`src/design/hlas_pkg.sv`:
```
// Shared types and constants for the HTML link attribute scanner.
`default_nettype none

package hlas_pkg;

    localparam int unsigned BYTE_W = 8;
    localparam int unsigned KIND_W = 3;

    localparam logic [BYTE_W-1:0] CH_NUL = 8'h00;
    localparam logic [BYTE_W-1:0] CH_A   = 8'h61;
    localparam logic [BYTE_W-1:0] CH_C   = 8'h63;
    localparam logic [BYTE_W-1:0] CH_E   = 8'h65;
    localparam logic [BYTE_W-1:0] CH_F   = 8'h66;
    localparam logic [BYTE_W-1:0] CH_H   = 8'h68;
    localparam logic [BYTE_W-1:0] CH_I   = 8'h69;
    localparam logic [BYTE_W-1:0] CH_N   = 8'h6E;
    localparam logic [BYTE_W-1:0] CH_O   = 8'h6F;
    localparam logic [BYTE_W-1:0] CH_R   = 8'h72;
    localparam logic [BYTE_W-1:0] CH_S   = 8'h73;
    localparam logic [BYTE_W-1:0] CH_T   = 8'h74;
    localparam logic [BYTE_W-1:0] CH_EQ  = 8'h3D;
    localparam logic [BYTE_W-1:0] CH_GT  = 8'h3E;

    typedef enum logic [KIND_W-1:0] {
        KIND_NONE   = 3'd0,
        KIND_HREF   = 3'd1,
        KIND_SRC    = 3'd2,
        KIND_ACTION = 3'd3,
        KIND_END    = 3'd4
    } token_kind_t;

    typedef enum logic [4:0] {
        ST_IDLE       = 5'd0,
        ST_H          = 5'd1,
        ST_HR         = 5'd2,
        ST_HRE        = 5'd3,
        ST_HREF       = 5'd4,
        ST_HREF_EQ    = 5'd5,
        ST_HREF_VAL   = 5'd6,
        ST_S          = 5'd7,
        ST_SR         = 5'd8,
        ST_SRC        = 5'd9,
        ST_SRC_EQ     = 5'd10,
        ST_SRC_VAL    = 5'd11,
        ST_A          = 5'd12,
        ST_AC         = 5'd13,
        ST_ACT        = 5'd14,
        ST_ACTI       = 5'd15,
        ST_ACTIO      = 5'd16,
        ST_ACTION     = 5'd17,
        ST_ACTION_EQ  = 5'd18,
        ST_ACTION_VAL = 5'd19
    } scan_state_t;

    typedef struct packed {
        logic        in_value;
        token_kind_t token_kind;
    } scan_result_t;

endpackage

`default_nettype wire

```
`src/design/hlas_scan_core.sv`:
```
// Keyword match state machine: classifies one byte per advance.
`default_nettype none

module hlas_scan_core
(
    input  wire logic                         clk,
    input  wire logic                         rst_n,
    input  wire logic                         advance,
    input  wire logic [hlas_pkg::BYTE_W-1:0]  cur_byte,
    output hlas_pkg::scan_result_t            result
);

    hlas_pkg::scan_state_t state_reg;
    hlas_pkg::scan_state_t state_next;
    hlas_pkg::scan_state_t start_state;

    always_comb
    begin
        priority if (cur_byte == hlas_pkg::CH_H)
        begin
            start_state = hlas_pkg::ST_H;
        end
        else if (cur_byte == hlas_pkg::CH_S)
        begin
            start_state = hlas_pkg::ST_S;
        end
        else if (cur_byte == hlas_pkg::CH_A)
        begin
            start_state = hlas_pkg::ST_A;
        end
        else
        begin
            start_state = hlas_pkg::ST_IDLE;
        end
    end

    // next state; a mismatch retries the byte as a keyword start
    always_comb
    begin
        state_next = start_state;
        if (cur_byte == hlas_pkg::CH_NUL)
        begin
            state_next = hlas_pkg::ST_IDLE;
        end
        else
        begin
            unique case (state_reg)
                hlas_pkg::ST_H:
                    if (cur_byte == hlas_pkg::CH_R) state_next = hlas_pkg::ST_HR;
                hlas_pkg::ST_HR:
                    if (cur_byte == hlas_pkg::CH_E) state_next = hlas_pkg::ST_HRE;
                hlas_pkg::ST_HRE:
                    if (cur_byte == hlas_pkg::CH_F) state_next = hlas_pkg::ST_HREF;
                hlas_pkg::ST_HREF:
                    if (cur_byte == hlas_pkg::CH_EQ) state_next = hlas_pkg::ST_HREF_EQ;
                hlas_pkg::ST_S:
                    if (cur_byte == hlas_pkg::CH_R) state_next = hlas_pkg::ST_SR;
                hlas_pkg::ST_SR:
                    if (cur_byte == hlas_pkg::CH_C) state_next = hlas_pkg::ST_SRC;
                hlas_pkg::ST_SRC:
                    if (cur_byte == hlas_pkg::CH_EQ) state_next = hlas_pkg::ST_SRC_EQ;
                hlas_pkg::ST_A:
                    if (cur_byte == hlas_pkg::CH_C) state_next = hlas_pkg::ST_AC;
                hlas_pkg::ST_AC:
                    if (cur_byte == hlas_pkg::CH_T) state_next = hlas_pkg::ST_ACT;
                hlas_pkg::ST_ACT:
                    if (cur_byte == hlas_pkg::CH_I) state_next = hlas_pkg::ST_ACTI;
                hlas_pkg::ST_ACTI:
                    if (cur_byte == hlas_pkg::CH_O) state_next = hlas_pkg::ST_ACTIO;
                hlas_pkg::ST_ACTIO:
                    if (cur_byte == hlas_pkg::CH_N) state_next = hlas_pkg::ST_ACTION;
                hlas_pkg::ST_ACTION:
                    if (cur_byte == hlas_pkg::CH_EQ) state_next = hlas_pkg::ST_ACTION_EQ;
                hlas_pkg::ST_HREF_EQ, hlas_pkg::ST_HREF_VAL:
                    state_next = (cur_byte == hlas_pkg::CH_GT) ? hlas_pkg::ST_IDLE
                                                               : hlas_pkg::ST_HREF_VAL;
                hlas_pkg::ST_SRC_EQ, hlas_pkg::ST_SRC_VAL:
                    state_next = (cur_byte == hlas_pkg::CH_GT) ? hlas_pkg::ST_IDLE
                                                               : hlas_pkg::ST_SRC_VAL;
                hlas_pkg::ST_ACTION_EQ, hlas_pkg::ST_ACTION_VAL:
                    state_next = (cur_byte == hlas_pkg::CH_GT) ? hlas_pkg::ST_IDLE
                                                               : hlas_pkg::ST_ACTION_VAL;
                default:
                    state_next = start_state;
            endcase
        end
    end

    // outputs
    always_comb
    begin
        result.in_value   = 1'b0;
        result.token_kind = hlas_pkg::KIND_NONE;
        if (cur_byte == hlas_pkg::CH_NUL)
        begin
            result.token_kind = hlas_pkg::KIND_END;
        end
        else
        begin
            unique case (state_reg)
                hlas_pkg::ST_HREF_EQ, hlas_pkg::ST_SRC_EQ, hlas_pkg::ST_ACTION_EQ:
                    result.in_value = (cur_byte != hlas_pkg::CH_GT);
                hlas_pkg::ST_HREF_VAL:
                    if (cur_byte == hlas_pkg::CH_GT) result.token_kind = hlas_pkg::KIND_HREF;
                    else result.in_value = 1'b1;
                hlas_pkg::ST_SRC_VAL:
                    if (cur_byte == hlas_pkg::CH_GT) result.token_kind = hlas_pkg::KIND_SRC;
                    else result.in_value = 1'b1;
                hlas_pkg::ST_ACTION_VAL:
                    if (cur_byte == hlas_pkg::CH_GT) result.token_kind = hlas_pkg::KIND_ACTION;
                    else result.in_value = 1'b1;
                default:
                    result.in_value = 1'b0;
            endcase
        end
    end

    always_ff @(posedge clk or negedge rst_n)
    begin
        if (!rst_n)
        begin
            state_reg <= hlas_pkg::ST_IDLE;
        end
        else if (advance)
        begin
            state_reg <= state_next;
        end
    end

    a_end_resets: assert property (@(posedge clk) disable iff (!rst_n)
        advance && (cur_byte == hlas_pkg::CH_NUL) |=> state_reg == hlas_pkg::ST_IDLE)
        else $error("zero byte did not return the scanner to idle");

    a_close_resets: assert property (@(posedge clk) disable iff (!rst_n)
        advance && (result.token_kind != hlas_pkg::KIND_NONE)
        |=> state_reg == hlas_pkg::ST_IDLE)
        else $error("token close did not return the scanner to idle");

    a_hold_state: assert property (@(posedge clk) disable iff (!rst_n)
        !advance |=> $stable(state_reg))
        else $error("scan state moved without a beat");

endmodule

`default_nettype wire

```
`src/design/html_link_attribute_scanner.sv`:
```
// Top level of the HTML link attribute scanner: input stage, scan core, result stage.
`default_nettype none

// Takes one text byte per beat and returns one result beat per byte, in order.
// The block accepts a byte in every clock cycle while the output is not stalled.
// Each byte waits in the input stage until the result stage is free; then its result
// is registered and the keyword state register updates. Results carry the byte, an
// in-value flag for bytes after href=, src= or action= up to the closing '>', and a
// token kind on a '>' that closes a non-empty value or on a zero byte, ending the text.

module html_link_attribute_scanner
(
    input  wire logic       clk,
    input  wire logic       rst_n,
    input  wire logic       s_axis_tvalid,
    output logic            s_axis_tready,
    input  wire logic [7:0] s_axis_tdata,   // [7:0] text_byte
    output logic            m_axis_tvalid,
    input  wire logic       m_axis_tready,
    output logic [7:0]      m_axis_tdata,   // [7:0] echo_byte
    output logic [3:0]      m_axis_tuser    // [0] in_value, [3:1] token_kind
);

    logic                            in_valid_reg;
    logic [hlas_pkg::BYTE_W-1:0]     in_byte_reg;
    logic                            out_valid_reg;
    logic [hlas_pkg::BYTE_W-1:0]     out_byte_reg;
    hlas_pkg::scan_result_t          out_result_reg;
    hlas_pkg::scan_result_t          core_result;
    logic                            out_free;
    logic                            advance;

    assign out_free      = !out_valid_reg || m_axis_tready;
    assign advance       = in_valid_reg && out_free;
    assign s_axis_tready = !in_valid_reg || out_free;

    hlas_scan_core u_core
    (
        .clk      (clk),
        .rst_n    (rst_n),
        .advance  (advance),
        .cur_byte (in_byte_reg),
        .result   (core_result)
    );

    always_ff @(posedge clk or negedge rst_n)
    begin
        if (!rst_n)
        begin
            in_valid_reg  <= 1'b0;
            out_valid_reg <= 1'b0;
        end
        else
        begin
            if (s_axis_tready)
            begin
                in_valid_reg <= s_axis_tvalid;
            end
            if (out_free)
            begin
                out_valid_reg <= in_valid_reg;
            end
        end
    end

    always_ff @(posedge clk)
    begin
        if (s_axis_tready && s_axis_tvalid)
        begin
            in_byte_reg <= s_axis_tdata;
        end
        if (advance)
        begin
            out_byte_reg   <= in_byte_reg;
            out_result_reg <= core_result;
        end
    end

    assign m_axis_tvalid = out_valid_reg;
    assign m_axis_tdata  = out_byte_reg;
    assign m_axis_tuser  = {out_result_reg.token_kind, out_result_reg.in_value};

    a_end_is_zero: assert property (@(posedge clk) disable iff (!rst_n)
        m_axis_tvalid && (out_result_reg.token_kind == hlas_pkg::KIND_END)
        |-> m_axis_tdata == hlas_pkg::CH_NUL)
        else $error("end of text reported on a nonzero byte");

    a_close_is_gt: assert property (@(posedge clk) disable iff (!rst_n)
        m_axis_tvalid && (out_result_reg.token_kind == hlas_pkg::KIND_HREF
                          || out_result_reg.token_kind == hlas_pkg::KIND_SRC
                          || out_result_reg.token_kind == hlas_pkg::KIND_ACTION)
        |-> m_axis_tdata == hlas_pkg::CH_GT && !out_result_reg.in_value)
        else $error("token close on a byte other than '>'");

    a_value_no_kind: assert property (@(posedge clk) disable iff (!rst_n)
        m_axis_tvalid && out_result_reg.in_value
        |-> out_result_reg.token_kind == hlas_pkg::KIND_NONE
            && m_axis_tdata != hlas_pkg::CH_GT && m_axis_tdata != hlas_pkg::CH_NUL)
        else $error("value byte carries a token or a delimiter");

    a_full_rate: assert property (@(posedge clk) disable iff (!rst_n)
        m_axis_tready |-> s_axis_tready)
        else $error("input stalled while the output drains");

endmodule

`default_nettype wire
```
`config.mk`:
```
export PLATFORM = sky130hd
export DESIGN_NAME = html_link_attribute_scanner
export DESIGN_NICKNAME = d
export VERILOG_FILES = /design/src/design/hlas_pkg.sv /design/src/design/hlas_scan_core.sv /design/src/design/html_link_attribute_scanner.sv
export SDC_FILE = /design/constraint.sdc
export NUM_CORES = 1
export LEC_CHECK = 0
export BUFFER_PORTS_ARGS = -buffer_cell sky130_fd_sc_hd__buf_2
export CAP_MARGIN = 20
export CELL_PAD_IN_SITES_DETAIL_PLACEMENT = 1
export CELL_PAD_IN_SITES_GLOBAL_PLACEMENT = 1
export CORE_MARGIN = 8
export CORE_UTILIZATION = 25
export DETAILED_ROUTE_END_ITERATION = 7
export PLACE_DENSITY = 0.58
export SYNTH_ARGS = -nofsm -noshare
export SYNTH_HDL_FRONTEND = slang
export SYNTH_SLANG_ARGS = --single-unit
```
`constraint.sdc`:
```
create_clock -name clk -period 2.7 [get_ports clk]
set_input_delay 0.135 -clock clk [delete_from_list [all_inputs] [get_ports clk]]
set_output_delay 0.135 -clock clk [all_outputs]
set_load 0.005 [all_outputs]
```
==> impl_results.rst <==
.. list-table::
   :header-rows: 1

   * - Metric
     - Value
   * - Detailed-routing wirelength on met1
     - 2950 um
   * - Cells after Synth
     - 213
   * - Cell leakage power
     - 0.815 nW
   * - Die Span Y
     - 104 um
   * - Area inside the core boundary
     - 7650 um^2
   * - Number of global-route vias before repair
     - 2,019
   * - CP endpoint kind
     - register
   * - Overall Global Routing Usage
     - 12.3%
   * - Depth of the worst register-to-register path
     - 6
   * - Required time at the worst-slack endpoint
     - 2870 ps
   * - Main flop type after synthesis
     - edfxtp_1
   * - Most common cell after layout, fill and taps aside
     - buf_2
   * - Via count of the routed design
     - 1,926
   * - YS warnings
     - 0
   * - Antenna Violating Nets Remaining
     - 0
   * - Antenna diode count
     - 0
   * - Clock transition at the registers of the reported paths
     - 100 ps
   * - CP bufs+invs
     - 0
   * - Most frequent cells in the layout
     - buf_2 (25), edfxtp_1 (20), nor2_1 (16)
   * - Setup TNS
     - 0 ps
   * - Number of buffers added for setup after CTS
     - 0
   * - Final layout net count
     - 251
   * - Routability cong.
     - 0.891
   * - Placed standard-cell area
     - 2190 um^2
   * - Final instance area
     - 2250 um^2
   * - DR iter-0 viols
     - 150
   * - Endpoint arrival time on the critical path
     - 2540 ps
   * - Remaining max-slew budget at the tightest pin
     - 53.6%
   * - Total DRC errors in the routed layout
     - 0
   * - TritonCTS clock tree
     - done
   * - Biggest area consumer among synthesized cells
     - edfxtp_1
   * - Rows
     - 32
   * - Number of port buffers
     - 25
   * - H-tree levels
     - 1
   * - Post-route clock skew
     - 7.55 ps
   * - Ordered list of cells on the worst path
     - nor4b_1 -> a211o_1 -> a22oi_1 -> nor4_2 -> o2111ai_1 -> a221o_1
   * - Critical path launch point type
     - register
   * - Synthesized-area fraction occupied by xor and xnor cells
     - 0.899%
   * - Nets in the synthesized netlist
     - 225
   * - Highest net fanout along the worst path
     - 10
   * - Fraction of registers with async set/reset
     - 25.9%
   * - Sum of met2 wire segment lengths after detailed routing
     - 3240 um
   * - Wire length of the first global-routing pass
     - 11,000 um
   * - Fin. max-slew vios
     - 0
   * - Final critical-path share of the clock period
     - 87.9%
   * - Largest net degree at the start of global routing
     - 23
   * - Amount of wire on met3 after detailed routing
     - 328 um
   * - Share of the synthesized area in compound gates (AO/OA/AOI/OAI)
     - 19.9%
   * - Max Clk Rate
     - 0.421 GHz
   * - Largest stage delay on the critical path
     - 580 ps
   * - WL final
     - 6650 um
   * - Proportion of layout cells with a drive suffix above 1
     - 19.3%
   * - Remaining global-route overflow
     - 0
   * - Cts bufs inserted
     - 3
   * - Cell area after technology mapping
     - 1950 um^2
   * - Mux cell area share after synthesis
     - 0%
   * - DP Wirelength
     - 5120 um
   * - Number of sinks handled by clock tree synthesis
     - 27
   * - Endpoint of the most critical register-to-register path
     - u_core.state_reg[2]
   * - Number of antenna violations at the first check in global routing
     - 0
   * - Class of the worst hold path
     - input pin to register
   * - Die boundary width
     - 104 um
   * - Peak supply drop
     - 0.221 mV
   * - Root buffer selected by CTS
     - clkbuf_8
   * - Main combinational cell family by area after synthesis
     - simple AND/OR/NAND/NOR gates
   * - Post-CTS resize count
     - 0
   * - Origin of the critical flop-to-flop path
     - in_byte_reg[1]
   * - Count of state elements after synthesis
     - 27
   * - Top-area cell type share of the netlist area
     - 30.8%
   * - Slowest-stage cell, CP
     - edfxtp_1
   * - Source of the worst hold timing path
     - s_axis_tdata[1]
   * - Final Hold Viols
     - 0
   * - Number of top-level design ports
     - 26
   * - Final number of setup-violating endpoints
     - 0
   * - Biggest area contributors in the synthesized netlist
     - edfxtp_1 (31%), dfrtp_1 (9.0%), and3_1 (3.2%)
   * - Area of the die
     - 10,900 um^2
   * - Portion of the post-synthesis area used by sequential elements
     - 39.8%
   * - Post-route minimum period
     - 2370 ps
   * - Number of distinct library cell variants in the gate-level netlist after synthesis
     - 54
   * - Logic depth of the worst setup path including buffers
     - 6
   * - Worst-skew pair later-pin latency
     - 280 ps
   * - Highest routing layer actually used
     - met4
   * - Initial core utilization
     - 25.5%
   * - Number of search-and-repair iterations in the first detailed-routing pass
     - 4
   * - Post-synth EDFFs
     - 20
   * - Reg-to-reg slack, setup
     - 330 ps
   * - Unrepaired setup endpoints after global routing
     - false
   * - Detailed-route wire length per cell
     - 19.5 um
   * - PD cells
     - 488 nW/um^2
   * - Slew at the pin closest to its max-slew limit
     - 695 ps
   * - Count of maximum capacitance violations
     - 0
   * - Status
     - completed
   * - Layout overhead on the synthesized area
     - 15.5%
   * - Hold path endpoint
     - in_byte_reg[1]
   * - Adder and majority cell fraction of the synthesized area
     - 0%
   * - Simple-gate share of the synthesized area
     - 34.6%
   * - Instance count along the most critical hold path
     - 1
   * - Category of the most critical setup path
     - register to register
   * - Mean instance size in the synthesized netlist
     - 9.15 um^2
   * - Dominant delay contributor by cell family on the critical path
     - simple AND/OR/NAND/NOR gates
   * - Average via count per standard cell
     - 5.66
   * - Buffer levels on the longest clock path
     - 2
worst max-delay path by stage:
stage	startpoint	endpoint
after global routing	u_core.state_reg[2]	u_core.state_reg[0]
after floorplan	in_byte_reg[7]	u_core.state_reg[2]
after CTS	in_byte_reg[0]	u_core.state_reg[2]
after detailed placement	in_byte_reg[0]	u_core.state_reg[2]
final	in_byte_reg[1]	u_core.state_reg[2]
after global placement	in_byte_reg[2]	u_core.state_reg[2]
logic make-up after synthesis:
kind of cell	Yosys count
AND/OR/NAND/NOR	109
AO/OA/AOI/OAI	55
flip-flops	27
buffers and inverters	20
XOR/XNOR	2
synth_stat cells, types with 6 or more instances:
master / instances
nor3_1: 11
nor2b_1: 6
o21ai_0: 10
clkbuf_1: 6
edfxtp_1: 20
dfrtp_1: 7
and3_1: 10
nand2_1: 15
nor2_1: 16
nand2b_1: 9
a22oi_1: 7
inv_1: 7
nor4_1: 7
nand3_1: 9
per-stage QoR:
stage | total power [mW] | std cells | setup slack [ps] | hold WS (ps) | util [%]
2_1_floorplan | 0.733 | 213 | 807 | -161 | -
3_3_place_gp | 0.869 | 335 | 422 | -1.97 | 28.7
3_5_place_dp | 0.864 | 335 | 385 | -10.6 | 28.7
4_1_cts | 1.10 | 340 | 354 | 23.5 | 29.4
5_1_grt | 1.16 | 340 | 199 | 12.7 | 29.4
6_report | 1.10 | 340 | 327 | 28.2 | 29.4
power by group:
part | internal [mW] | switching [mW] | leakage, nW
clock | 0.104 | 0.131 | 0.0255
sequential | 0.481 | 0.0532 | 0.285
combinational | 0.134 | 0.196 | 0.505
per-layer routing:
| metal | vias to the layer above | GRT usage [%] |
|---|---|---|
| met5 | - | 0 |
| met4 | 0 | 3.72 |
| met3 | 18 | 2.85 |
| met2 | 68 | 20.7 |
| met1 | 954 | 15.3 |
| li1 | 886 | - |
area by class of cell:
class,instances,area (um^2)
fillers,886,5400
multi-input cells,166,1080
flip-flops and latches,27,776
repair buffers,34,195
well taps,102,128
clock buffers,3,41.3
inverters,7,26.3
clock inverters,1,5.00
what timing repair did:
action,CTS,global route
setup endpoints to repair,0,0
hold buffers,1,0
endpoints found under the hold margin,7,0
Power figures use the tool's default switching activity.
